$ cat src/sv/ftm_pkg.sv
// ---------------------------------------------------------------------------
// ftm_pkg
// Widths, curve constants and pipeline control type for the tone mapper.
// ---------------------------------------------------------------------------
`default_nettype none

package ftm_pkg;

  localparam int IN_W            = 24;
  localparam int INPUT_FRAC_BITS = 16;
  localparam int XW              = IN_W - 1;
  localparam int QW              = 8;

  // 0.004 in input units, rounded to nearest
  localparam logic [XW-1:0] OFFSET = XW'(((4 << INPUT_FRAC_BITS) + 500) / 1000);

  // bound the denominator: 310*X^2, 85*X*2^F and 3*2^2F, plus carries
  localparam int T_SQ   = 2 * XW + 9;
  localparam int T_LIN  = XW + INPUT_FRAC_BITS + 7;
  localparam int T_ONE  = 2 * INPUT_FRAC_BITS + 2;
  localparam int T_MAX0 = (T_SQ > T_LIN) ? T_SQ : T_LIN;
  localparam int T_MAX  = (T_MAX0 > T_ONE) ? T_MAX0 : T_ONE;
  localparam int DEN_W  = T_MAX + 2;
  localparam int RW     = DEN_W + QW;

  localparam logic [DEN_W-1:0] K_SQ   = DEN_W'(310);
  localparam logic [DEN_W-1:0] K_NUM  = DEN_W'(25);
  localparam logic [DEN_W-1:0] K_DIFF = DEN_W'(60);
  localparam logic [DEN_W-1:0] K_ONE2 = DEN_W'(3) << (2 * INPUT_FRAC_BITS);

  localparam int FRONT_N = 4;
  localparam int DIV_N   = QW;
  localparam int NSTG    = FRONT_N + DIV_N;

  typedef struct packed {
    logic [NSTG-1:0] en;
  } ftm_ctl_t;

endpackage

`default_nettype wire

$ cat src/sv/ftm_curve.sv
// ---------------------------------------------------------------------------
// ftm_curve
// Clamp, offset and exact integer numerator/denominator of the curve.
// ---------------------------------------------------------------------------
`default_nettype none

module ftm_curve import ftm_pkg::*; (
  input  logic                   clk,
  input  ftm_ctl_t               ctl,
  input  logic signed [IN_W-1:0] lin,
  output logic [RW-1:0]          num_scaled,
  output logic [DEN_W-1:0]       den
);

  logic [XW-1:0]    x0_r, x0_nxt;
  logic [XW-1:0]    x1_r;
  logic [2*XW-1:0]  p1_r;
  logic [XW-1:0]    x2_r;
  logic [DEN_W-1:0] num2_r, num2_nxt;
  logic [DEN_W-1:0] den3_r, den3_nxt;
  logic [RW-1:0]    ns3_r, ns3_nxt;
  logic [DEN_W-1:0] xs1, xs2;

  // negative clamps to zero, then drop the offset and clamp again
  always_comb begin
    if (lin[IN_W-1] || (lin[XW-1:0] <= OFFSET)) begin
      x0_nxt = '0;
    end else begin
      x0_nxt = lin[XW-1:0] - OFFSET;
    end
  end

  assign xs1      = DEN_W'(x1_r) << INPUT_FRAC_BITS;
  assign xs2      = DEN_W'(x2_r) << INPUT_FRAC_BITS;
  assign num2_nxt = DEN_W'(p1_r) * K_SQ + xs1 * K_NUM;
  assign den3_nxt = num2_r + xs2 * K_DIFF + K_ONE2;
  // 255 * num
  assign ns3_nxt  = (RW'(num2_r) << QW) - RW'(num2_r);

  always_ff @(posedge clk) begin
    if (ctl.en[0]) begin
      x0_r <= x0_nxt;
    end
    if (ctl.en[1]) begin
      p1_r <= x0_r * x0_r;
      x1_r <= x0_r;
    end
    if (ctl.en[2]) begin
      num2_r <= num2_nxt;
      x2_r   <= x1_r;
    end
    if (ctl.en[3]) begin
      den3_r <= den3_nxt;
      ns3_r  <= ns3_nxt;
    end
  end

  assign num_scaled = ns3_r;
  assign den        = den3_r;

endmodule

`default_nettype wire

$ cat config.mk
export PLATFORM = sky130hd
export DESIGN_NAME = ftm_curve
export DESIGN_NICKNAME = d
export VERILOG_FILES = /design/src/sv/ftm_pkg.sv /design/src/sv/ftm_curve.sv
export SDC_FILE = /design/constraint.sdc
export NUM_CORES = 2
export LEC_CHECK = 0
export ABC_AREA = 1
export ABC_CLOCK_PERIOD_IN_PS = 7700
export BUFFER_PORTS_ARGS = -buffer_cell sky130_fd_sc_hd__buf_2
export CORE_MARGIN = 2
export CORE_UTILIZATION = 63
export CTS_BUF_LIST = sky130_fd_sc_hd__clkbuf_2
export DETAILED_ROUTE_END_ITERATION = 10
export GPL_TIMING_DRIVEN = 0
export PLACE_DENSITY = 0.88
export SYNTH_ARGS = -nofsm -noshare
export SYNTH_HDL_FRONTEND = slang
export SYNTH_SLANG_ARGS = --single-unit
$ cat constraint.sdc
create_clock -name clk -period 7.7 [get_ports clk]
set_input_delay 0.385 -clock clk [delete_from_list [all_inputs] [get_ports clk]]
set_output_delay 0.385 -clock clk [all_outputs]
set_load 0.01 [all_outputs]
== After elaboration in Yosys (flattened, before gate mapping) ==
Cells that the tools add are included.

* Register bits after elaboration: 294
* Output and inout port bits: 122
* Word-level logic and storage cells: 18
* Bits of input ports: 37

* Multiply operators: 4
* Reduce and logical (&&, ||, !) cells: 1
* $add $sub $neg: 5
* Order comparisons: 1

{| class="wikitable"
|+ Operators with widths
! cell !! count
|-
| subtractor 65 x 57 -> 65 bit || 1
|-
| adder 57 x 34 -> 57 bit (second input constant) || 1
|-
| adder 57 x 45 -> 57 bit || 1
|-
| adder 55 x 44 -> 56 bit || 1
|-
| multiplier 46 x 8 -> 54 bit (second input constant) || 1
|-
| multiplier 23 x 23 -> 46 bit || 1
|-
| multiplier 23 x 5 -> 28 bit (second input constant) || 1
|-
| multiplier 23 x 4 -> 27 bit (second input constant) || 1
|-
| <= comparator 23 x 9 -> 1 bit (second input constant) || 1
|-
| subtractor 23 x 9 -> 23 bit (second input constant) || 1
|-
| logical OR 1 bit || 1
|}

== Logic depth before layout (Yosys ltp) ==
* Depth after elaboration: 3
* Depth in mapped cells: 34
* Depth with buffers taken out: 34

== Worst setup path after synthesis ==
Ideal clock, no wire load.

* Path kind: flip-flop to flip-flop
* Start point: register x0_r[5]
* End point: register p1_r[45], data pin
* Cell stages (with the launch flop): 28
* Path buffers: 1
* Path slack: 1,245 ps
* Arrival time: 6,194 ps
* Setup time: 261 ps
* Cell sequence: edfxtp_1 -> clkbuf_1 -> nand2_1 -> fa_1 -> inv_1 -> fa_1 -> inv_1 -> fa_1 -> inv_1 -> fa_1 -> inv_1 -> fa_1 -> inv_1 -> fa_1 -> inv_1 -> fa_1 -> inv_1 -> ha_1 -> nand2_1 -> inv_1 -> a21oi_1 -> o21ai_0 -> a21oi_1 -> o21ai_1 -> a21oi_1 -> nand2b_1 -> nand2_1 -> xor2_1

* Cells in the longest elaborated chain, start to end: 1

{| class="wikitable"
|+ Ends and longest elaborated chain
! element !! line !! RTL
|-
| start: declaration || ftm_curve.sv:15 || <nowiki>logic [XW-1:0] x0_r, x0_nxt;</nowiki>
|-
| start signal: assignment || ftm_curve.sv:42 || <nowiki>x0_r <= x0_nxt;</nowiki>
|-
| multiplier 23 x 23 -> 46 bit || ftm_curve.sv:45 || <nowiki>p1_r <= x0_r * x0_r;</nowiki>
|-
| end signal: assignment || ftm_curve.sv:45 ||
|-
| end: declaration || ftm_curve.sv:17 || <nowiki>logic [2*XW-1:0] p1_r;</nowiki>
|}

No other way between the ends.
A chain may end at the register's enable or synchronous reset.

== Worst setup path after layout ==
* Start point: register x0_r[1]
* End point: register p1_r[38], data pin

The elaborated chain is that of the path after synthesis.

==> results.toml <==
[routing]
wl_met1_microns = 43700
vias = 38000
vias_per_cell = 5.73
routed_wl_microns = 135000
wl_met3_microns = 13200
wl_per_cell_microns = 20.3
ant_nets = 0
dr.max_layer_used = "met5"
drtIter0Drc = 3252
wl_met2_microns = 65000
first_pass_iters = 8
route.detailed.drc = 0

[place]
hpwl_microns = 104000
portBuffers = 147
gp_congestion = 1.01

[layout]
fillerInstances = 5302
area_delta_synth_final_pct = 8.36
drive_gt1_frac = 0.0802
layout_commonest_cell = "inv_1"
final_cell_mix = "inv_1, nand2_1, fa_1"
final_util = 0.691
nets = 6814

[logic_synthesis]
yosysWarningCount = 0
async_reset_ff_frac = 0
syn_inst = 5314
syn_area_sq_um = 44800
syn_area_per_cell_sq_um = 8.43
synth-seq-cells = 283
yosysSeqAreaShare = 0.190
ys_types = 58
ys.flop_type = "edfxtp_1"
synth-edff-count = 283

[sta]
maxSlewViolCount = 0
fin_crit_sh = 1.00
setup_ws_ns = -0.0110
setup_violations = 2
fin_skew_ns = 0.218
tightest_slew_ns = 1.06
hold_viol = 0
max_freq_ghz = 0.130
maxSlewHeadroom = 0.296
layout_min_cycle_time_ns = 7.71

[global_route]
grt_pass1_wl_microns = 207000
grt_usage = 0.366
grt_pass1_vias = 40400
overflow = 0
grt_max_degree = 86
antenna_found_initial = 10

[die]
die_y_microns = 271
fp.dieArea_sq_um = 73300
core_sq_um = 70300
rows = 97
die_x_microns = 271
io_pins = 159
start_util = 0.637

[critical_path]
worst_setup_path_start_kind = "register"
critPathRequiredTime_ns = 8.48
cp-end-kind = "register"
critPathMaxFanout = 10
criticalPathCategory = "register to register"
critPathArrivalTime_ns = 8.50

[clocking]
cts_buffers = 68
cts_tree = "done"
htreeDepth = 3
clockBufferDepth = 3
cts.sinks = 283
clk_pin_slew_ns = 0.10
clk_latency_ns = 1.23
root_buffer = "clkbuf_2"

[outcome]
status = "complete, but fails checks"
violations = "negative setup slack"

[job]
drv_cap = 0

[worst_hold_path]
hold_class = "primary input to register"
==> registers in the layout, indices dropped and copies added, names as in the netlist <==
signal      flops
x1_r           23
den            55
p1_r           44
x2_r           23
x0_r           23
num_scaled     62
num2_r         53
==> synth_stat cells, drive strengths merged (2+ instances only) <==
| cell type | number | area [sq um] |
|---|---|---|
| a311oi | 2 | 17.5 |
| and2 | 2 | 12.5 |
| nand2 | 1017 | 3900 |
| inv | 1362 | 5110 |
| a21boi | 12 | 90.1 |
| a221oi | 2 | 17.5 |
| nor2 | 376 | 1520 |
| xnor2 | 99 | 867 |
| and3 | 9 | 56.3 |
| fa | 581 | 11600 |
| clkbuf | 49 | 184 |
| o21bai | 24 | 184 |
| a21o | 24 | 180 |
| nand4 | 24 | 163 |
| xor2 | 169 | 1480 |
| o31ai | 5 | 37.5 |
| o21ai | 140 | 701 |
| or2 | 7 | 43.8 |
| o21a | 14 | 105 |
| a31o | 4 | 35.0 |
| a21oi | 291 | 1470 |
| nor3 | 32 | 185 |
| nor4 | 28 | 181 |
| o211ai | 15 | 113 |
| edfxtp | 283 | 8500 |
| o221ai | 2 | 17.5 |
| a31oi | 41 | 257 |
| nand3 | 125 | 656 |
| buf | 9 | 60.1 |
| ha | 553 | 6920 |
==> critical path: stages (launching register included) <==
cell	delay (ns)
edfxtp_1	0.75
clkbuf_2	0.44
nand2_1	0.18
fa_1	0.50
fa_1	0.70
fa_1	0.89
inv_1	0.16
ha_1	0.23
inv_1	0.09
fa_1	0.44
fa_1	0.51
fa_1	0.55
inv_1	0.04
ha_1	0.35
nand2_1	0.17
inv_1	0.06
a21oi_1	0.21
nor2_1	0.09
o21ai_0	0.23
nand3_1	0.13
a21oi_1	0.24
o21ai_2	0.11
nand2_1	0.09
nand2_1	0.06
xor2_1	0.16
==> repair_timing <==
item / 4_1_cts / 5_1_grt
gates resized for setup: 30 / 62
gates cloned: 0 / 0
endpoints found under the hold margin: 302 / 0
endpoints found under the setup margin: 18 / 22
pin swaps: 0 / 0
hold buffers: 66 / 0
buffers inserted: 4 / 44
==> layout make-up <==
class,instances,area (sq um),share of cell area
multi-input cells,3612,31000,0.638
clock buffers,87,435,0.00897
flip-flops and latches,283,8500,0.175
well taps,940,1180,0.0242
diodes,8,20.0,0.000412
plain buffers,53,300,0.00619
inverters,1363,5120,0.105
clock inverters,29,160,0.00330
repair buffers,262,1860,0.0383
==> through the flow <==
stage          cell area (sq um)  setup slack, ns  setup TNS [ns]  hold WS [ns]  instances
2_1_floorplan              44800             1.25               0         0.424       5316
3_3_place_gp               46700           -0.360           -2.62         0.433       6403
3_5_place_dp               46700           -0.436           -3.48         0.451       6404
4_1_cts                    48100          0.00495               0         0.201       6590
5_1_grt                    48500           -0.222          -0.981         0.208       6634
6_report                   48500          -0.0110         -0.0122         0.266       6637
==> path summary, 6_finish.rpt <==
check	start	to	slack (ns)	cells past startpoint
min reg2reg	x1_r[17]	x2_r[17]	0.54	0
max	x0_r[1]	p1_r[38]	-0.01	24
min	lin[8]	x0_r[8]	0.27	4
max reg2reg	x0_r[1]	p1_r[38]	-0.01	24
==> logic make-up (layout without fill, tap and decap cells) <==
| family | after synthesis | in the layout | share of synthesized area |
|---|---|---|---|
| adders and majority gates | 1134 | 1134 | 0.414 |
| and+or+nand+nor | 1625 | 1625 | 0.151 |
| buffers and inverters | 1421 | 1794 | 0.120 |
| other | 1 | 11 | 0.0000837 |
| muxes | 1 | 1 | 0.000251 |
| xor gates and xnor gates | 268 | 268 | 0.0524 |
| DFF | 283 | 283 | 0.190 |
| AOI/OAI and AO/OA | 581 | 581 | 0.0729 |
==> metal layers <==
layer,vias to the layer above,global-route usage
met5,-,0
met4,8,0.282
met3,875,0.0876
met2,2146,0.643
met1,17800,0.376
li1,17200,-
Power is left out: the tool's default activity adds up to more than one toggle a clock period on the data nets, which glitch-free logic cannot reach.
