$ cat config.mk
export PLATFORM = sky130hd
export DESIGN_NAME = ftm_div
export DESIGN_NICKNAME = d
export VERILOG_FILES = /design/src/sv/ftm_pkg.sv /design/src/sv/ftm_div.sv
export SDC_FILE = /design/constraint.sdc
export NUM_CORES = 2
export LEC_CHECK = 0
export ABC_AREA = 1
export BUFFER_PORTS_ARGS = -buffer_cell sky130_fd_sc_hd__buf_2
export CORE_AREA = 3 3 457 459
export CTS_CLUSTER_SIZE = 20
export DETAILED_ROUTE_END_ITERATION = 16
export DIE_AREA = 0 0 460 462
export PLACE_DENSITY = 0.53
export RECOVER_POWER = 100
export REMOVE_ABC_BUFFERS = 1
export SYNTH_ARGS = -nofsm -noshare
export SYNTH_HDL_FRONTEND = slang
export SYNTH_SLANG_ARGS = --single-unit
export TNS_END_PERCENT = 50
$ cat constraint.sdc
create_clock -name clk -period 3.45 [get_ports clk]
set_input_delay 0.5175 -clock clk [delete_from_list [all_inputs] [get_ports clk]]
set_output_delay 0.5175 -clock clk [all_outputs]
set_load 0.005 [all_outputs]
$ cat src/sv/ftm_pkg.sv
// ---------------------------------------------------------------------------
// ftm_pkg
// Widths, curve constants and pipeline control type for the tone mapper.
// ---------------------------------------------------------------------------
`default_nettype none

package ftm_pkg;

  localparam int IN_W            = 24;
  localparam int INPUT_FRAC_BITS = 16;
  localparam int XW              = IN_W - 1;
  localparam int QW              = 8;

  // 0.004 in input units, rounded to nearest
  localparam logic [XW-1:0] OFFSET = XW'(((4 << INPUT_FRAC_BITS) + 500) / 1000);

  // bound the denominator: 310*X^2, 85*X*2^F and 3*2^2F, plus carries
  localparam int T_SQ   = 2 * XW + 9;
  localparam int T_LIN  = XW + INPUT_FRAC_BITS + 7;
  localparam int T_ONE  = 2 * INPUT_FRAC_BITS + 2;
  localparam int T_MAX0 = (T_SQ > T_LIN) ? T_SQ : T_LIN;
  localparam int T_MAX  = (T_MAX0 > T_ONE) ? T_MAX0 : T_ONE;
  localparam int DEN_W  = T_MAX + 2;
  localparam int RW     = DEN_W + QW;

  localparam logic [DEN_W-1:0] K_SQ   = DEN_W'(310);
  localparam logic [DEN_W-1:0] K_NUM  = DEN_W'(25);
  localparam logic [DEN_W-1:0] K_DIFF = DEN_W'(60);
  localparam logic [DEN_W-1:0] K_ONE2 = DEN_W'(3) << (2 * INPUT_FRAC_BITS);

  localparam int FRONT_N = 4;
  localparam int DIV_N   = QW;
  localparam int NSTG    = FRONT_N + DIV_N;

  typedef struct packed {
    logic [NSTG-1:0] en;
  } ftm_ctl_t;

endpackage

`default_nettype wire

$ cat src/sv/ftm_div.sv
// ---------------------------------------------------------------------------
// ftm_div
// Restoring divider, one quotient bit per stage, MSB first.
// ---------------------------------------------------------------------------
`default_nettype none

module ftm_div import ftm_pkg::*; (
  input  logic             clk,
  input  ftm_ctl_t         ctl,
  input  logic [RW-1:0]    num_scaled,
  input  logic [DEN_W-1:0] den,
  output logic [QW-1:0]    quo
);

  logic [RW-1:0]    rem_r [DIV_N-1];
  logic [DEN_W-1:0] d_r   [DIV_N-1];
  logic [QW-1:0]    q_r   [DIV_N];

  for (genvar j = 0; j < DIV_N; j++) begin : g_step
    logic [RW-1:0]    rem_in;
    logic [DEN_W-1:0] d_in;
    logic [QW-1:0]    q_in;
    logic [RW-1:0]    dsh;
    logic             take;

    if (j == 0) begin : g_first
      assign rem_in = num_scaled;
      assign d_in   = den;
      assign q_in   = '0;
    end else begin : g_next
      assign rem_in = rem_r[j-1];
      assign d_in   = d_r[j-1];
      assign q_in   = q_r[j-1];
    end

    assign dsh  = RW'(d_in) << (DIV_N - 1 - j);
    assign take = (rem_in >= dsh);

    always_ff @(posedge clk) begin
      if (ctl.en[FRONT_N + j]) begin
        q_r[j] <= {q_in[QW-2:0], take};
      end
    end

    if (j < DIV_N - 1) begin : g_carry
      always_ff @(posedge clk) begin
        if (ctl.en[FRONT_N + j]) begin
          rem_r[j] <= take ? (rem_in - dsh) : rem_in;
          d_r[j]   <= d_in;
        end
      end
    end
  end

  assign quo = q_r[DIV_N-1];

endmodule

`default_nettype wire

# Word-level counts from Yosys, hierarchy flattened
# Memory sizes are Yosys's and may differ from the RTL's.
# Index checks and enable logic that the tools add are counted.
[word_totals]
reg_bits = 0
memories = 3
wordCells = 41
ram_bits = 918
[classes]
n_mux = 23
n_addsub = 7
order_cmp = 8
[memory_table]
columns = ["memory", "words", "word_bits", "read_ports", "rd_ports_with_merged_regs", "write_ports", "line", "source"]
rows = [
  ["rem_r", 7, 65, 7, 0, 7, "ftm_div.sv:15", "logic [RW-1:0] rem_r [DIV_N-1];"],
  ["d_r", 7, 57, 7, 0, 7, "ftm_div.sv:16", "logic [DEN_W-1:0] d_r [DIV_N-1];"],
  ["q_r", 8, 8, 8, 0, 8, "ftm_div.sv:17", "logic [QW-1:0] q_r [DIV_N];"],
]
[ops]
columns = ["cell", "n"]
rows = [
  ["65-bit two-way mux", 7],
  ["65-bit by 57-bit greater-or-equal comparator with 1-bit output", 1],
  ["65-bit by 58-bit greater-or-equal comparator with 1-bit output", 1],
  ["65-bit by 59-bit greater-or-equal comparator with 1-bit output", 1],
  ["65-bit by 60-bit greater-or-equal comparator with 1-bit output", 1],
  ["65-bit by 61-bit greater-or-equal comparator with 1-bit output", 1],
  ["65-bit by 62-bit greater-or-equal comparator with 1-bit output", 1],
  ["65-bit by 63-bit greater-or-equal comparator with 1-bit output", 1],
  ["65-bit by 64-bit greater-or-equal comparator with 1-bit output", 1],
  ["65-bit by 58-bit subtractor with 65-bit output", 1],
  ["65-bit by 59-bit subtractor with 65-bit output", 1],
  ["65-bit by 60-bit subtractor with 65-bit output", 1],
  ["65-bit by 61-bit subtractor with 65-bit output", 1],
  ["65-bit by 62-bit subtractor with 65-bit output", 1],
  ["65-bit by 63-bit subtractor with 65-bit output", 1],
  ["65-bit by 64-bit subtractor with 65-bit output", 1],
  ["1-bit two-way mux", 16],
]

# Longest topological paths before layout
# An unclocked memory read counts as a cell.
[logic_depth]
ltp_word = 3
mapped_depth = 19
mapped_depth_nobuf = 17

# Least setup slack after synthesis
# No wires, ideal clock.
[synth_timing]
path_kind = "register to register"
startpoint = "memory d_r[5][0] (netlist name)"
endpoint = "memory rem_r[6][30] (netlist name), data pin"
path_buffers = 1
arrival_time_ns = 2.172
setup_ns = 0.252
path_stages_with_launch = 18
setup_slack_ns = 1.026
cell_sequence = "edfxtp_1 ha_1 fa_1 inv_1 nand3_1 nand2_1 nand2_1 nand2_1 nand2_1 nand2_1 nand2_1 nand2_1 nand2_1 nand2_2 inv_4 buf_6 nand2_1 nand2_1"
[synth_lines]
columns = ["item", "line"]
rows = [
  ["from (decl)", "ftm_div.sv:16"],
  ["to (decl)", "ftm_div.sv:15"],
]

==> out/metrics.yaml <==
cts_tree: "yes"
ff2ff_setup_slack_ns: 0.19
synthDistinctLibCells: 39
synth_compound_area_share_pct: 2.32
cts_made_buffers: 105
cpPeakStageDelay_ns: 0.54
ys_seq_elements: 890
num_rows: 166
crit_slowest_cell: "dlygate4sd3_1"
fin_tns_setup_ns: 0
p_sw_mw: 28.9
setup-violations-final: 0
die_area_mm2: 0.213
top_usage_layer: "met2"
crit_required_ns: 3.95
cp_cell_sequence: "dlygate4sd3_1 -> clkbuf_1 -> inv_1 -> ha_1 -> nand2_1 -> nor2_1 -> nand2_1 -> inv_2 -> nand2_1 -> nor3_1 -> buf_4 -> nand3_1 -> nand3_1 -> buf_4 -> o21ai_0"
grt_antenna_before_repair: 7
pwr-share-comb_pct: 52.8
whs_ns: 0.0673
skew_ns: 0.0502
htreeDepth: 3
cp.buffers_inverters: 6
wl_per_cell_um: 22.5
wl_um: 332000
grt_first_pass_wirelength_um: 467000
finalCritPeriodShare_pct: 95.4
pwr_density_cell_mw_per_mm2: 728
hold_viol_final: 0
muxShareOfSynthArea_pct: 0
crit_start: "den[21]"
multi_input_area_mm2: 0.0361
ff_latch_area_mm2: 0.0267
r2r_end: "rem_r[1][6]$_DFFE_PP_"
grt_use_met3_pct: 2.36
final_antenna_net_count: 0
status: "finished with violations"
grt_pass1_vias: 71200
critPathTopFamily: "buffers and inverters"
yosysWarnings: 0
cp-endpoint: "rem_r[0][8]$_DFFE_PP_"
fillers: 22200
synth_top_family_by_area: "simple AND/OR/NAND/NOR gates"
grt-ovfl-total: 0
drv_slew: 357
synth_fa_ha_area_share_pct: 7.92
ys_seq_area_share_pct: 36.2
dp_hpwl_um: 290000
tightestPinTransition_ns: 3.21
cp_num_cells: 15
crit_top_cell: "nand2_1"
worst_setup_path_start_kind: "input port"
first_iter_violations: 3804
leakage_nw: 46.8
die_w_um: 460
initial_core_util_pct: 36.0
rsz0062_at_grt: "false"
cap_violations: 7
r2r_start: "d_r[0][51]$_DFFE_PP_"
synthSimpleGateAreaFrac_pct: 36.2
core-area_mm2: 0.205
place_congestion: 1.06
sw_frac_of_total_pct: 47.2
ir_worst_vdd_v: 0.000407
r2r_cells: 16
pwr-share-seq_pct: 28.5
grt_max_degree: 65
synthesis.area_mm2: 0.0738
grt_use_met2_pct: 59.7
io_pins: 143
insertion_delay_ns: 0.78
via_per_inst: 4.69
io_buffers: 138
post_cts_buffers: 0
period_minus_slack_ns: 3.29
max_freq_mhz: 304
drtPass1Iterations: 6
drive_above_1_share_pct: 4.74
grt_usage_pct: 31.0
synthToLayoutAreaGrowth_pct: 13.9
clkTransAtPathRegs_ns: 0.06
nNetsFinal: 12600
synthXorXnorAreaFrac_pct: 2.49
met1_usage_pct: 27.3
clkSinkCount: 890
pwr-share-clk_pct: 18.8
hp-class: "in -> reg"
cts_buffer_depth: 3
relSlewSlack_pct: -114
setup_slack_ns: 0.159
pre_cts_slack_ns: 0.155
avgSynthCellArea_um2: 6.47
p_int_mw: 32.3
arrival_ns: 3.79
hp-start: "num_scaled[58]"
critPathCaptureType: "flop"
crit_type: "in -> reg"
root_buffer: "clkbuf_16"
drc_errors: 0
syn-instance-count: 11400
die_h_um: 462
worstPathMaxFanout: 36
failed_checks: "capacitance limit, slew limit"
vias: 69300
-- state kept, by name (all words and copies together) (netlist names) --
register / flops
rem_r: 455
q_r: 36
d_r: 399
-- power groups by stage --
| stage | combinational, mW | clock [mW] | sequential (mW) |
|---|---|---|---|
| final | 32.3 | 11.5 | 17.4 |
| after global placement | 32.1 | 0 | 17.6 |
| after floorplan | 20.1 | 0 | 16.5 |
| after detailed placement | 32.3 | 0 | 17.6 |
| after global routing | 36.1 | 12.2 | 17.7 |
| after CTS | 32.5 | 11.8 | 17.4 |
-- worst register-to-register path, stage by stage, from the launching register on --
cell      delay, ns
edfxtp_1       0.40
inv_1          0.06
ha_1           0.39
nand2_1        0.12
inv_1          0.09
nand3_1        0.19
nor2_1         0.17
buf_4          0.15
nand2_1        0.20
nor2_1         0.19
nand3_1        0.15
nand2_1        0.09
nor2_1         0.05
nand2_2        0.08
buf_4          0.21
clkbuf_4       0.34
o21ai_0        0.14
-- kinds of logic (layout without fill, tap and decap cells) --
kind of cell,after synthesis,in the layout
AOI/OAI and AO/OA,325,325
and+or+nand+nor,6678,6678
adders and majority gates,463,463
xor gates and xnor gates,210,210
buffers and inverters,2840,3514
other,0,6
DFF,890,890
-- routing by layer --
metal	vias to the layer above	share of wire [%]
li1	35600	-
met1	31200	32
met2	1684	53
met3	881	2.5
met4	0	13
met5	-	0
-- Yosys cell counts --
cell      count  area, um^2
nand2_1    5010       18800
inv_1      2739       10300
edfxtp_1    890       26700
nor2_1      780        2930
nand3_1     524        2620
ha_1        456        5710
a21oi_1     249        1250
xor2_1      206        1800
nand4_1     114         713
nand3b_1     88         661
nor3_1       77         385
o21ai_0      49         245
buf_2        41         205
buf_6        28         315
and2_1       24         150
nor2_2       15        93.8
inv_2        14        52.6
a21oi_2      13         114
buf_4        13        97.6
nand2_2      13        81.3
and3_1        8        50.1
nor3_2        8        80.1
o21bai_1      8        60.1
fa_1          7         140
nor4_1        6        37.5
or2_2         5        31.3
xnor2_1       4        35.0
a21o_1        2        15.0
clkbuf_1      2        7.51
inv_4         2        12.5
nor3b_1       2        15.0
o21a_1        2        15.0
a21boi_0      1        7.51
clkbuf_4      1        7.51
nand2_4       1        11.3
nand3_2       1        10.0
nor2_4        1        11.3
nor2b_1       1        6.26
o211ai_1      1        7.51
-- worst min path at each step --
stage,to,depth (start not counted)
floorplan,q_r[0][17]$_DFFE_PP_,0
global placement,q_r[1][18]$_DFFE_PP_,0
detailed placement,q_r[1][20]$_DFFE_PP_,0
CTS,rem_r[0][13]$_DFFE_PP_,3
global route,rem_r[0][19]$_DFFE_PP_,3
finish,rem_r[0][58]$_DFFE_PP_,3
-- final cells by class --
class | count | share of cell area (%)
sequential | 890 | 31.8
multi-input combinational | 7676 | 42.9
antenna | 6 | 0.0179
clock inverter | 79 | 0.978
inverter | 2755 | 12.3
clock buffer | 119 | 3.24
timing repair buffer | 561 | 4.76
tap | 2688 | 4.00
-- through the flow --
| step | power [mW] | cell area (um^2) | cells | util [%] |
|---|---|---|---|---|
| 2_1_floorplan | 36.6 | 73200 | 11300 | - |
| 3_3_place_gp | 49.7 | 80300 | 14500 | 39.2 |
| 3_5_place_dp | 49.9 | 80300 | 14500 | 39.2 |
| 4_1_cts | 61.7 | 84600 | 14800 | 41.3 |
| 5_1_grt | 65.9 | 84100 | 14800 | 41.0 |
| 6_report | 61.2 | 84100 | 14800 | 41.0 |
-- placed cells by master (no fill, tap or decap), types with 24 or more instances in the layout --
master,instances
xor2_1,206
nand3b_1,88
nor2_1,782
buf_2,64
nand4_1,114
clkinv_1,25
nor3_1,77
clkbuf_16,107
dlygate4sd3_1,83
ha_1,456
nand3_1,524
and2_1,24
clkbuf_1,140
buf_4,243
inv_1,2741
a21oi_1,255
nand2_1,5011
edfxtp_1,890
o21ai_0,49
-- what timing repair did --
item,CTS,global route
gates resized for setup,0,1
setup endpoints to repair,0,2
endpoints found under the hold margin,83,0
hold buffers,83,0
No activity file was read; power rests on OpenSTA's default activity.
