## config.mk

```make
export PLATFORM = sky130hd
export DESIGN_NAME = ftm_ctrl
export DESIGN_NICKNAME = d
export VERILOG_FILES = /design/src/sv/ftm_pkg.sv /design/src/sv/ftm_ctrl.sv
export SDC_FILE = /design/constraint.sdc
export NUM_CORES = 1
export LEC_CHECK = 0
export ABC_AREA = 1
export BUFFER_PORTS_ARGS = -buffer_cell sky130_fd_sc_hd__clkbuf_2
export CELL_PAD_IN_SITES_DETAIL_PLACEMENT = 1
export CELL_PAD_IN_SITES_GLOBAL_PLACEMENT = 1
export CORE_UTILIZATION = 29
export CTS_CLUSTER_SIZE = 25
export DETAILED_ROUTE_END_ITERATION = 16
export MAX_ROUTING_LAYER = met4
export PLACE_DENSITY = 0.75
export SETUP_SLACK_MARGIN = 0.1
export SYNTH_ARGS = -nofsm -noshare
export SYNTH_HDL_FRONTEND = slang
export SYNTH_SLANG_ARGS = --single-unit
```

## constraint.sdc

```tcl
create_clock -name clk -period 1.3 [get_ports clk]
set_input_delay 0 -clock clk [delete_from_list [all_inputs] [get_ports clk]]
set_output_delay 0 -clock clk [all_outputs]
set_load 0.02 [all_outputs]
```

## src/sv/ftm_pkg.sv

```systemverilog
// ---------------------------------------------------------------------------
// ftm_pkg
// Widths, curve constants and pipeline control type for the tone mapper.
// ---------------------------------------------------------------------------
`default_nettype none

package ftm_pkg;

  localparam int IN_W            = 24;
  localparam int INPUT_FRAC_BITS = 16;
  localparam int XW              = IN_W - 1;
  localparam int QW              = 8;

  // 0.004 in input units, rounded to nearest
  localparam logic [XW-1:0] OFFSET = XW'(((4 << INPUT_FRAC_BITS) + 500) / 1000);

  // bound the denominator: 310*X^2, 85*X*2^F and 3*2^2F, plus carries
  localparam int T_SQ   = 2 * XW + 9;
  localparam int T_LIN  = XW + INPUT_FRAC_BITS + 7;
  localparam int T_ONE  = 2 * INPUT_FRAC_BITS + 2;
  localparam int T_MAX0 = (T_SQ > T_LIN) ? T_SQ : T_LIN;
  localparam int T_MAX  = (T_MAX0 > T_ONE) ? T_MAX0 : T_ONE;
  localparam int DEN_W  = T_MAX + 2;
  localparam int RW     = DEN_W + QW;

  localparam logic [DEN_W-1:0] K_SQ   = DEN_W'(310);
  localparam logic [DEN_W-1:0] K_NUM  = DEN_W'(25);
  localparam logic [DEN_W-1:0] K_DIFF = DEN_W'(60);
  localparam logic [DEN_W-1:0] K_ONE2 = DEN_W'(3) << (2 * INPUT_FRAC_BITS);

  localparam int FRONT_N = 4;
  localparam int DIV_N   = QW;
  localparam int NSTG    = FRONT_N + DIV_N;

  typedef struct packed {
    logic [NSTG-1:0] en;
  } ftm_ctl_t;

endpackage

`default_nettype wire

```

## src/sv/ftm_ctrl.sv

```systemverilog
// ---------------------------------------------------------------------------
// ftm_ctrl
// Per-stage valid bits and load enables; bubbles collapse under a stall.
// ---------------------------------------------------------------------------
`default_nettype none

module ftm_ctrl import ftm_pkg::*; (
  input  logic     clk,
  input  logic     rst_n,
  input  logic     in_valid,
  output logic     in_ready,
  output logic     out_valid,
  input  logic     out_ready,
  output ftm_ctl_t ctl
);

  logic [NSTG-1:0] v_r;
  logic [NSTG-1:0] v_nxt;
  logic [NSTG:0]   en;

  // a stage loads when it is empty or its word moves on
  always_comb begin
    en[NSTG] = out_ready;
    for (int k = NSTG - 1; k >= 0; k--) begin
      en[k] = !v_r[k] || en[k+1];
    end
  end

  always_comb begin
    v_nxt[0] = en[0] ? in_valid : v_r[0];
    for (int k = 1; k < NSTG; k++) begin
      v_nxt[k] = en[k] ? v_r[k-1] : v_r[k];
    end
  end

  always_ff @(posedge clk) begin
    if (!rst_n) begin
      v_r <= '0;
    end else begin
      v_r <= v_nxt;
    end
  end

  assign in_ready  = en[0];
  assign out_valid = v_r[NSTG-1];
  assign ctl.en    = en[NSTG-1:0];

endmodule

`default_nettype wire

```

Word-level counts from Yosys, hierarchy flattened
Index checks and enable logic that the tools add are counted.

cells by class
  reduce and logical (&&, ||, !) cells = 24

operator list
  kind              number
  1-bit zero test   12
  1-bit logical OR  12

word-level totals
  register bits after elaboration = 12
  input bits = 4
  output and inout bits = 14
  word-level logic and storage cells = 36

Logic depth before layout (Yosys ltp)
Gate-level depths: netlist of the first run.

  depth in word-level cells = 13
  depth in mapped cells = 7
  depth with buffers taken out = 7

Least setup slack after synthesis of the first run
No wires, ideal clock.

  path kind = register -> output
  start = reg v_r[11]
  end = out ctl[0] (netlist bit)
  arrival time = 1.706 ns
  required time = 1.300 ns
  slack = -0.406 ns
  stages on the path, launching flop included = 7
  path buffers = 1
  path through = dfxtp_1 -> nand4_4 -> nor3_4 -> nand4_4 -> nor2_4 -> nand4_2 -> buf_4

RTL lines
  element                   RTL line        text
  start: declaration        ftm_ctrl.sv:17  logic [NSTG-1:0] v_r;
  start signal: assignment  ftm_ctrl.sv:40  v_r <= v_nxt;
  end: declaration          ftm_ctrl.sv:14  output ftm_ctl_t ctl

==> metrics.cfg, run 1 <==
[pwr]
worst_ir_drop_vdd_mv = 0.398
power.density_nw_per_um2 = 791
p_leak_uw = 0.000359

[detailed_routing]
vias = 451
firstDrtPassIters = 9
wl_per_cell_um = 11.4
drc = 2
postRouteAntennaNets = 0
wl_mm = 1.14
viasPerCell = 4.51
drt_iter0_drc = 3

[global_route]
grt_overflow = 0
grt_pass1_wl_mm = 1.81
grt_max_degree = 12
antenna_found_initial = 0
grt_pass1_vias = 434
gr-usage-all-layers = 0.144

[die]
start_util = 0.319
core_um2 = 1560
pin_count = 18
die_y_um = 43.4
num_rows = 14
dieArea_um2 = 1880
die_w_um = 43.4

[worst_setup_path]
path_class = reg2out
r2r_slack_ns = -0.13
cp_max_fo = 4
arrival_ns = 1.56
start_kind = flop
cp-end-kind = primary output
required_ns = 1.30

[finish]
layout_commonest_cell = inv_1
area_growth_pct = 64.2
fin_nets = 89
largest_register = v_r
post-route-util = 0.523
nFillCells = 178
drive_gt1_frac = 0.560
layout_common_cells = 13 x inv_1, 9 x dfxtp_1, 7 x clkbuf_2, 7 x buf_6, 7 x buf_4
reg_top3 = v_r (12)
largest_reg_flops = 12
diodes = 0

[sta]
setup-violations-final = 12
finalHoldViolations = 0
clock_skew_ns = 0.0108
max_freq_ghz = 0.643
post-route-period-util = 1.20
maxSlewViolCount = 0
finalCriticalPeriod_ns = 1.56
worstMarginPinSlew_ns = 0.414
whs_ns = 0.0377
tns_ns = -2.00
worst_slack_ns = -0.255
slew_headroom = 0.724
rsz0062_at_grt = yes

[placed_design]
numPortBuffers = 17
gp_congestion = 0.735
hpwl_um = 756
pre_cts_ws_ns = -0.00961

[logic_synthesis]
netlist_instances = 55
synth.distinct_cells = 15
ys_ff_latch = 12
avgSynthCellArea_um2 = 9.03
syn_area_um2 = 497
ys_warn_count = 0
synth_nets = 59
ys_seq_area_frac = 0.484

[cts]
cts-root-buf = clkbuf_4
cts_max_path_buffers = 2
cts_tree = yes
clkTransAtPathRegs_ns = 0.08
htree_levels = 1
clkLatencyLatePin_ns = 0.28
numCtsBuffers = 3
numClockSinks = 12

[flow_run]
drv_cap = 0

[min_path]
min_path_type = in2reg

[status]
status = complete, but fails checks
violations = design-rule violations, negative setup slack

-- what timing repair did --
item / CTS / global route
setup endpoints to repair: 15 / 17
gates resized for setup: 15 / 22
hold endpoints to repair: 2 / 0
pin swaps: 2 / 2
hold buffers: 2 / 0
gates cloned: 0 / 0
setup buffers: 5 / 2
-- kinds of logic after synthesis --
group | after synthesis | share of synthesized area
compound gates | 11 | 0.123
buf+inv | 18 | 0.144
flops | 12 | 0.484
simple gates | 14 | 0.249
-- cell type report --
cell class | count | area, um2 | share of cell area
multi-input cells | 25 | 218 | 0.267
repair buffers | 27 | 243 | 0.298
well taps | 16 | 20.0 | 0.0245
inverters | 16 | 62.6 | 0.0767
flip-flops and latches | 12 | 246 | 0.302
clock buffers | 4 | 26.3 | 0.0322
-- worst max-delay path: stages, from the launching register on --
cell and delay [ns]:
dfxtp_2 0.36, nand4_4 0.11, nor3_4 0.18, nand4_4 0.13, nor2_4 0.18, buf_4 0.15
inv_2 0.03, buf_4 0.14
-- power by group --
group          internal (uW)  switching (uW)  total [uW]
sequential               370            6.00         376
combinational           11.4            15.5        26.9
clock                    119             123         242
total                    500             145         645
-- synthesized netlist by cell type --
library cell  number  area share
a21oi_1            9       0.091
a21oi_2            1       0.018
buf_4              1       0.015
clkbuf_1           1      0.0075
dfxtp_1           12        0.48
inv_1             16        0.12
nand2_1            3       0.023
nand3_1            1       0.010
nand3_2            1       0.020
nand4_2            1       0.025
nand4_4            2       0.086
nor2_1             4       0.030
nor2_4             1       0.023
nor3_4             1       0.033
o21a_1             1       0.015
-- worst paths after layout --
kind	startpoint	end	depth (start not counted)
min	out_ready	v_r[11]$_SDFFE_PN0P_	4
max reg2reg	v_r[10]$_SDFFE_PN0P_	v_r[5]$_SDFFE_PN0P_	9
min reg2reg	v_r[9]$_SDFFE_PN0P_	v_r[10]$_SDFFE_PN0P_	2
max	v_r[10]$_SDFFE_PN0P_	ctl[3]	7
-- routing by layer --
metal / global-route usage / wire length, um / share of wire
met5: - / 0 / 0
met4: 0.0938 / 23 / 0.020
met3: 0.0542 / 70 / 0.061
met2: 0.209 / 595 / 0.52
met1: 0.164 / 454 / 0.40
-- through the flow --
stage | instance area, um2 | power, uW | std cells
3_3_place_gp | 626 | 404 | 88
2_1_floorplan | 517 | 396 | 55
5_1_grt | 816 | 688 | 100
3_5_place_dp | 626 | 404 | 88
6_report | 816 | 645 | 100
4_1_cts | 757 | 654 | 98
(Power assumes the default switching activity.)
==> run 2: changes to the inputs <==
==> constraint.sdc (replaced) <==
create_clock -name clk -period 1.3 [get_ports clk]
set_input_delay 0 -clock clk [delete_from_list [all_inputs] [get_ports clk]]
set_output_delay 0 -clock clk [all_outputs]
set_load 0.05 [all_outputs]
==> run 2 against run 1 <==
Via count up 3.8%. Critical path type unchanged. Cell count up 7.0%. Clock skew down 0.0088 ns. Largest power group unchanged. The flow still finishes with violations (design-rule violations, negative setup slack). First-iteration DRC count unchanged. Die area unchanged. Clock-buffer cell count unchanged. Setup slack worse by 0.078 ns. Maximum frequency down 4.8%. Global-route usage up 2.1 points. Design area up 15%. Clock power up 21%. Highest routed layer is now met3. Combinational power up 6%.
==> metrics.cfg, run 2 (same netlist as run 1, synthesis figures left out) <==
[status]
status = complete, but fails checks
violations = design-rule violations, negative setup slack

[placed_design]
numPortBuffers = 17  ; unchanged
dp.cells = 93  ; +5.7%
gp_congestion = 0.765  ; +4.0%
place_area_um2 = 668  ; +6.8%
pre_cts_ws_ns = -0.114  ; -0.104 ns
hpwl_um = 853  ; +13%

[global_route]
grt_pass1_wl_mm = 2.15  ; +19%
grt_max_degree = 12  ; unchanged
grt_overflow = 0  ; unchanged
gr-usage-all-layers = 0.165  ; +0.0214
antenna_found_initial = 0  ; unchanged
grt_pass1_vias = 466  ; +7.4%

[finish]
largest_reg_flops = 12  ; unchanged
largest_register = v_r
diodes = 0  ; unchanged
stdcell_count = 107  ; +7.0%
fin_nets = 96  ; +7.9%
reg_top3 = v_r (12)
area_growth_pct = 88.9
layout_common_cells = 14 x inv_1, 11 x buf_4, 9 x dfxtp_1
drive_gt1_frac = 0.593  ; +0.0339
final_cell_area_um2 = 938  ; +15%
layout_commonest_cell = inv_1

[cts]
numCtsBuffers = 3  ; unchanged
htree_levels = 1  ; unchanged
clkLatencyLatePin_ns = 0.27  ; about the same
cts_tree = yes
clkTransAtPathRegs_ns = 0.08  ; about the same
cts-root-buf = clkbuf_4
numClockSinks = 12  ; unchanged
cts_max_path_buffers = 2  ; unchanged

[detailed_routing]
postRouteAntennaNets = 0  ; unchanged
firstDrtPassIters = 10  ; +1
drt_iter0_drc = 3  ; unchanged
drc = 2  ; unchanged
vias = 468  ; +3.8%
wl_mm = 1.35  ; +18%
wl_per_cell_um = 12.6  ; +10%
viasPerCell = 4.37  ; -3.0%

[sta]
worst_slack_ns = -0.333  ; -0.0777 ns
max_freq_ghz = 0.612  ; -4.8%
finalHoldViolations = 0  ; unchanged
maxSlewViolCount = 0  ; unchanged
setup-violations-final = 13  ; +1
slew_headroom = 0.711  ; -0.0125
post-route-period-util = 1.26  ; +0.0597
finalCriticalPeriod_ns = 1.63  ; +0.0777 ns
rsz0062_at_grt = yes
clock_skew_ns = 0.00192  ; -0.00884 ns
worstMarginPinSlew_ns = 0.433  ; +0.0187 ns

[die]
core_um2 = 1560  ; unchanged
pin_count = 18  ; unchanged
die_y_um = 43.4  ; unchanged
dieArea_um2 = 1880  ; unchanged
die_w_um = 43.4  ; unchanged
num_rows = 14  ; unchanged
start_util = 0.319  ; unchanged

[worst_setup_path]
crit_chain = nand4_4 -> nor3_4 -> nand4_4 -> nor2_4 -> nand4_4 -> clkbuf_8
path_class = reg2out
start_kind = flop
cpMostUsedCell = nand4_4
cp_max_fo = 5  ; +1
arrival_ns = 1.63  ; +0.07 ns
required_ns = 1.30  ; about the same
critPathMaxStageDelay_ns = 0.36  ; about the same
cp-end-kind = primary output
crit_path_top_delay_cell = dfxtp_2

[min_path]
min_path_type = in2reg

[pwr]
swShare = 0.210  ; -0.0142
power.density_nw_per_um2 = 744  ; -5.9%
p_leak_uw = 0.000420  ; +17%
p_int_uw = 552  ; +10%
combPwrFrac = 0.041  ; about the same
clockPowerShare = 0.420  ; +0.045
p_sw_uw = 147  ; +1.4%
worst_ir_drop_vdd_mv = 0.464  ; +16%
p_seq_frac = 0.539  ; -0.044

[flow_run]
drv_cap = 0  ; unchanged

run 2: cell count changes in the layout (fill, tap and decap cells not counted), sizes merged:
cell    change
buf         +5
clkbuf      +2
run 2: path summary, 6_finish.rpt:
kind	from	to	slack, ns	cells after the start
worst max register to register	v_r[9]$_SDFFE_PN0P_	v_r[0]$_SDFFE_PN0P_	-0.29	8
worst min-delay path	out_ready	v_r[11]$_SDFFE_PN0P_	0.07	4
worst min register to register	v_r[9]$_SDFFE_PN0P_	v_r[10]$_SDFFE_PN0P_	0.48	2
worst max-delay path	v_r[9]$_SDFFE_PN0P_	in_ready	-0.33	6
run 2: layer usage:
metal,wire (um),share of wire,track usage
met2,823,0.61,0.300
met3,54,0.040,0.0292
met4,0,0,0.0750
met1,472,0.35,0.172
met5,0,0,-
run 2: what timing repair did:
| item | 4_1_cts | 5_1_grt |
|---|---|---|
| buffers inserted | 5 | 3 |
| gates resized for setup | 30 | 11 |
| pin swaps | 1 | 2 |
| hold buffers | 2 | 0 |
| hold endpoints to repair | 2 | 0 |
| setup endpoints to repair | 17 | 19 |
| cloned | 0 | 0 |
run 2: worst max-delay path, delay by kind of cell (launching register included):
kind / cells / cell delay (ns)
buffers and inverters: 1 / 0.21
flip-flops: 1 / 0.36
AND/OR/NAND/NOR: 5 / 0.80
run 2: layout make-up:
cell class	instances	area, um2
Clock buffer	4	36.3
Sequential cell	12	246
Fill cell	179	621
Timing Repair Buffer	34	344
Multi-Input combinational cell	25	231
Tap cell	16	20.0
Inverter	16	60.1
run 2: power groups by stage:
| stage | sequential [uW] | combinational [uW] | clock (uW) |
|---|---|---|---|
| after floorplan | 385 | 12.5 | 0 |
| after global placement | 385 | 19.0 | 0 |
| after detailed placement | 385 | 19.7 | 0 |
| after CTS | 377 | 26.2 | 304 |
| after global routing | 377 | 31.5 | 318 |
| final | 377 | 28.6 | 293 |
run 2: metrics by stage:
stage / TNS (ns) / power [uW] / utilization / hold slack, ns
after floorplan: -7.02 / 397 / - / 0.118
after global placement: -0.0970 / 404 / 0.429 / 0.225
after detailed placement: -0.463 / 405 / 0.429 / 0.235
after CTS: -2.62 / 707 / 0.568 / 0.0614
after global routing: -3.91 / 727 / 0.602 / 0.0902
final: -2.74 / 698 / 0.602 / 0.0709
==> run 3: changes to the inputs <==
Settings changed: CORE_MARGIN set to 2.
==> run 3 against run 2 <==
The run ends with negative setup slack left. Design area up 5.1%. Die area up 9.4%. Wire length grew 8.4%. Cell count grew 1.9%. First-iteration DRC count down 33%. Critical path type unchanged. Critical endpoint is now ctl[0]. Highest routed layer is now met4.
==> metrics.cfg, run 3 (same netlist as run 1, synthesis figures left out) <==
[status]
status = complete, but fails checks
violations = negative setup slack

[sta]
finalCriticalPeriod_ns = 1.64  ; +0.00612 ns
slew_headroom = 0.730  ; +0.0185
maxSlewViolCount = 0  ; unchanged
post-route-period-util = 1.26  ; +0.00471
setup-violations-final = 15  ; +2
worstMarginPinSlew_ns = 0.405  ; -0.0278 ns
worst_slack_ns = -0.339  ; -0.00612 ns
max_freq_ghz = 0.610  ; -0.37%
finalHoldViolations = 0  ; unchanged
clock_skew_ns = 0.00865  ; +0.00672 ns
rsz0062_at_grt = yes

[global_route]
grt_overflow = 0  ; unchanged
gr-usage-all-layers = 0.170  ; +0.00529
grt_max_degree = 12  ; unchanged
grt_pass1_vias = 540  ; +16%
grt_pass1_wl_mm = 2.36  ; +9.6%
antenna_found_initial = 0  ; unchanged

[die]
core_um2 = 1560  ; unchanged
start_util = 0.319  ; unchanged
dieArea_um2 = 2060  ; +9.4%
num_rows = 14  ; unchanged
die_y_um = 45.4  ; +4.6%
die_w_um = 45.4  ; +4.6%
pin_count = 18  ; unchanged

[pwr]
p_leak_uw = 0.000451  ; +7.5%
p_total_uw = 640  ; -8.4%
worst_ir_drop_vdd_mv = 0.432  ; -6.9%
power.density_nw_per_um2 = 649  ; -13%

[finish]
layout_common_cells = 12 x inv_1, 11 x buf_4, 9 x dfxtp_1
area_growth_pct = 98.5
largest_reg_flops = 12  ; unchanged
stdcell_count = 109  ; +1.9%
fin_nets = 98  ; +2.1%
layout_commonest_cell = inv_1
largest_register = v_r
drive_gt1_frac = 0.624  ; +0.0302
diodes = 0  ; unchanged
reg_top3 = v_r (12)
post-route-util = 0.632  ; +0.0305

[detailed_routing]
dr_wl_met2_um = 827  ; +0.49%
drc = 0  ; -2
viasPerCell = 4.50  ; +3.0%
firstDrtPassIters = 2  ; -8
wl_mm = 1.46  ; +8.4%
top_layer = met4
vias = 491  ; +4.9%
drt_iter0_drc = 2  ; -1
postRouteAntennaNets = 0  ; unchanged
met3_wirelength_um = 57  ; +5.6%
wl_per_cell_um = 13.4  ; +6.4%
wl_met1_um = 561  ; +19%

[cts]
cts-root-buf = clkbuf_4
numCtsBuffers = 3  ; unchanged
cts_max_path_buffers = 2  ; unchanged
cts_tree = yes
clkTransAtPathRegs_ns = 0.08  ; about the same
clkLatencyLatePin_ns = 0.27  ; about the same
numClockSinks = 12  ; unchanged
htree_levels = 1  ; unchanged

[worst_setup_path]
ff2ff_path_depth = 7  ; -1
r2r_slack_ns = -0.19  ; +0.10 ns
cp_max_fo = 5  ; unchanged
required_ns = 1.30  ; about the same
arrival_ns = 1.64  ; about the same
cp-end-kind = primary output
path_class = reg2out
reg2reg_from = v_r[9]$_SDFFE_PN0P_
r2r-end = v_r[0]$_SDFFE_PN0P_
start_kind = flop

[min_path]
hold_depth = 4  ; unchanged
min_to = v_r[11]$_SDFFE_PN0P_
worstHoldStart = out_ready
min_path_type = in2reg

[placed_design]
gp_congestion = 0.755  ; -1.2%
hpwl_um = 950  ; +11%
numPortBuffers = 17  ; unchanged
dp.cells = 93  ; unchanged
pre_cts_ws_ns = -0.124  ; -0.0105 ns

[flow_run]
drv_cap = 0  ; unchanged

==> run 3: changes by cell type in the layout (fill, tap and decap cells not counted), sizes merged <==
cell | before | now
buf | 20 | 22
==> run 3: power breakdown <==
part,total (uW),switching (uW),internal [uW]
Combinational,27.0,15.5,11.5
Sequential,375,6.62,368
Clock,238,119,119
Total,640,141,498
==> run 3: timing repair <==
action                     in CTS  in global routing
gates resized for setup        41                 11
pin swaps                       3                  2
setup buffers                   9                  5
hold endpoints to repair        2                  0
hold buffers                    2                  0
setup endpoints to repair      18                 20
gates cloned                    0                  0
==> run 3: worst max path at each step <==
stage,start,end,cells after the start
3_3_place_gp,v_r[9]$_SDFFE_PN0P_,ctl[0],6
4_1_cts,v_r[9]$_SDFFE_PN0P_,ctl[0],6
2_1_floorplan,v_r[11]$_SDFFE_PN0P_,ctl[0],6
6_report,v_r[9]$_SDFFE_PN0P_,ctl[0],6
5_1_grt,v_r[9]$_SDFFE_PN0P_,ctl[0],6
3_5_place_dp,v_r[9]$_SDFFE_PN0P_,ctl[0],6
==> run 3: area by class of cell <==
class	instances	area, um2
fillers	171	573
repair buffers	36	402
flip-flops and latches	12	249
multi-input cells	25	226
inverters	16	62.6
clock buffers	4	26.3
well taps	16	20.0
==> run 3: critical path: stages (launching register included) <==
cell	delay (ns)
dfxtp_4	0.37
nand4_4	0.12
nor3_4	0.18
nand4_4	0.14
nor2_4	0.21
nand4_4	0.14
clkbuf_8	0.21
==> run 3: through the flow <==
stage / area (um2) / setup TNS, ns / hold slack, ns
4_1_cts: 950 / -2.83 / 0.0610
3_5_place_dp: 668 / -0.565 / 0.237
3_3_place_gp: 668 / -0.0974 / 0.225
2_1_floorplan: 522 / -7.02 / 0.118
6_report: 986 / -2.91 / 0.0670
5_1_grt: 986 / -4.42 / 0.101
==> run 3: metal layers <==
metal	GRT usage	vias to the layer above
li1	-	245
met1	0.159	227
met2	0.332	17
met3	0.0278	2
met4	0.0706	0
met5	-	-
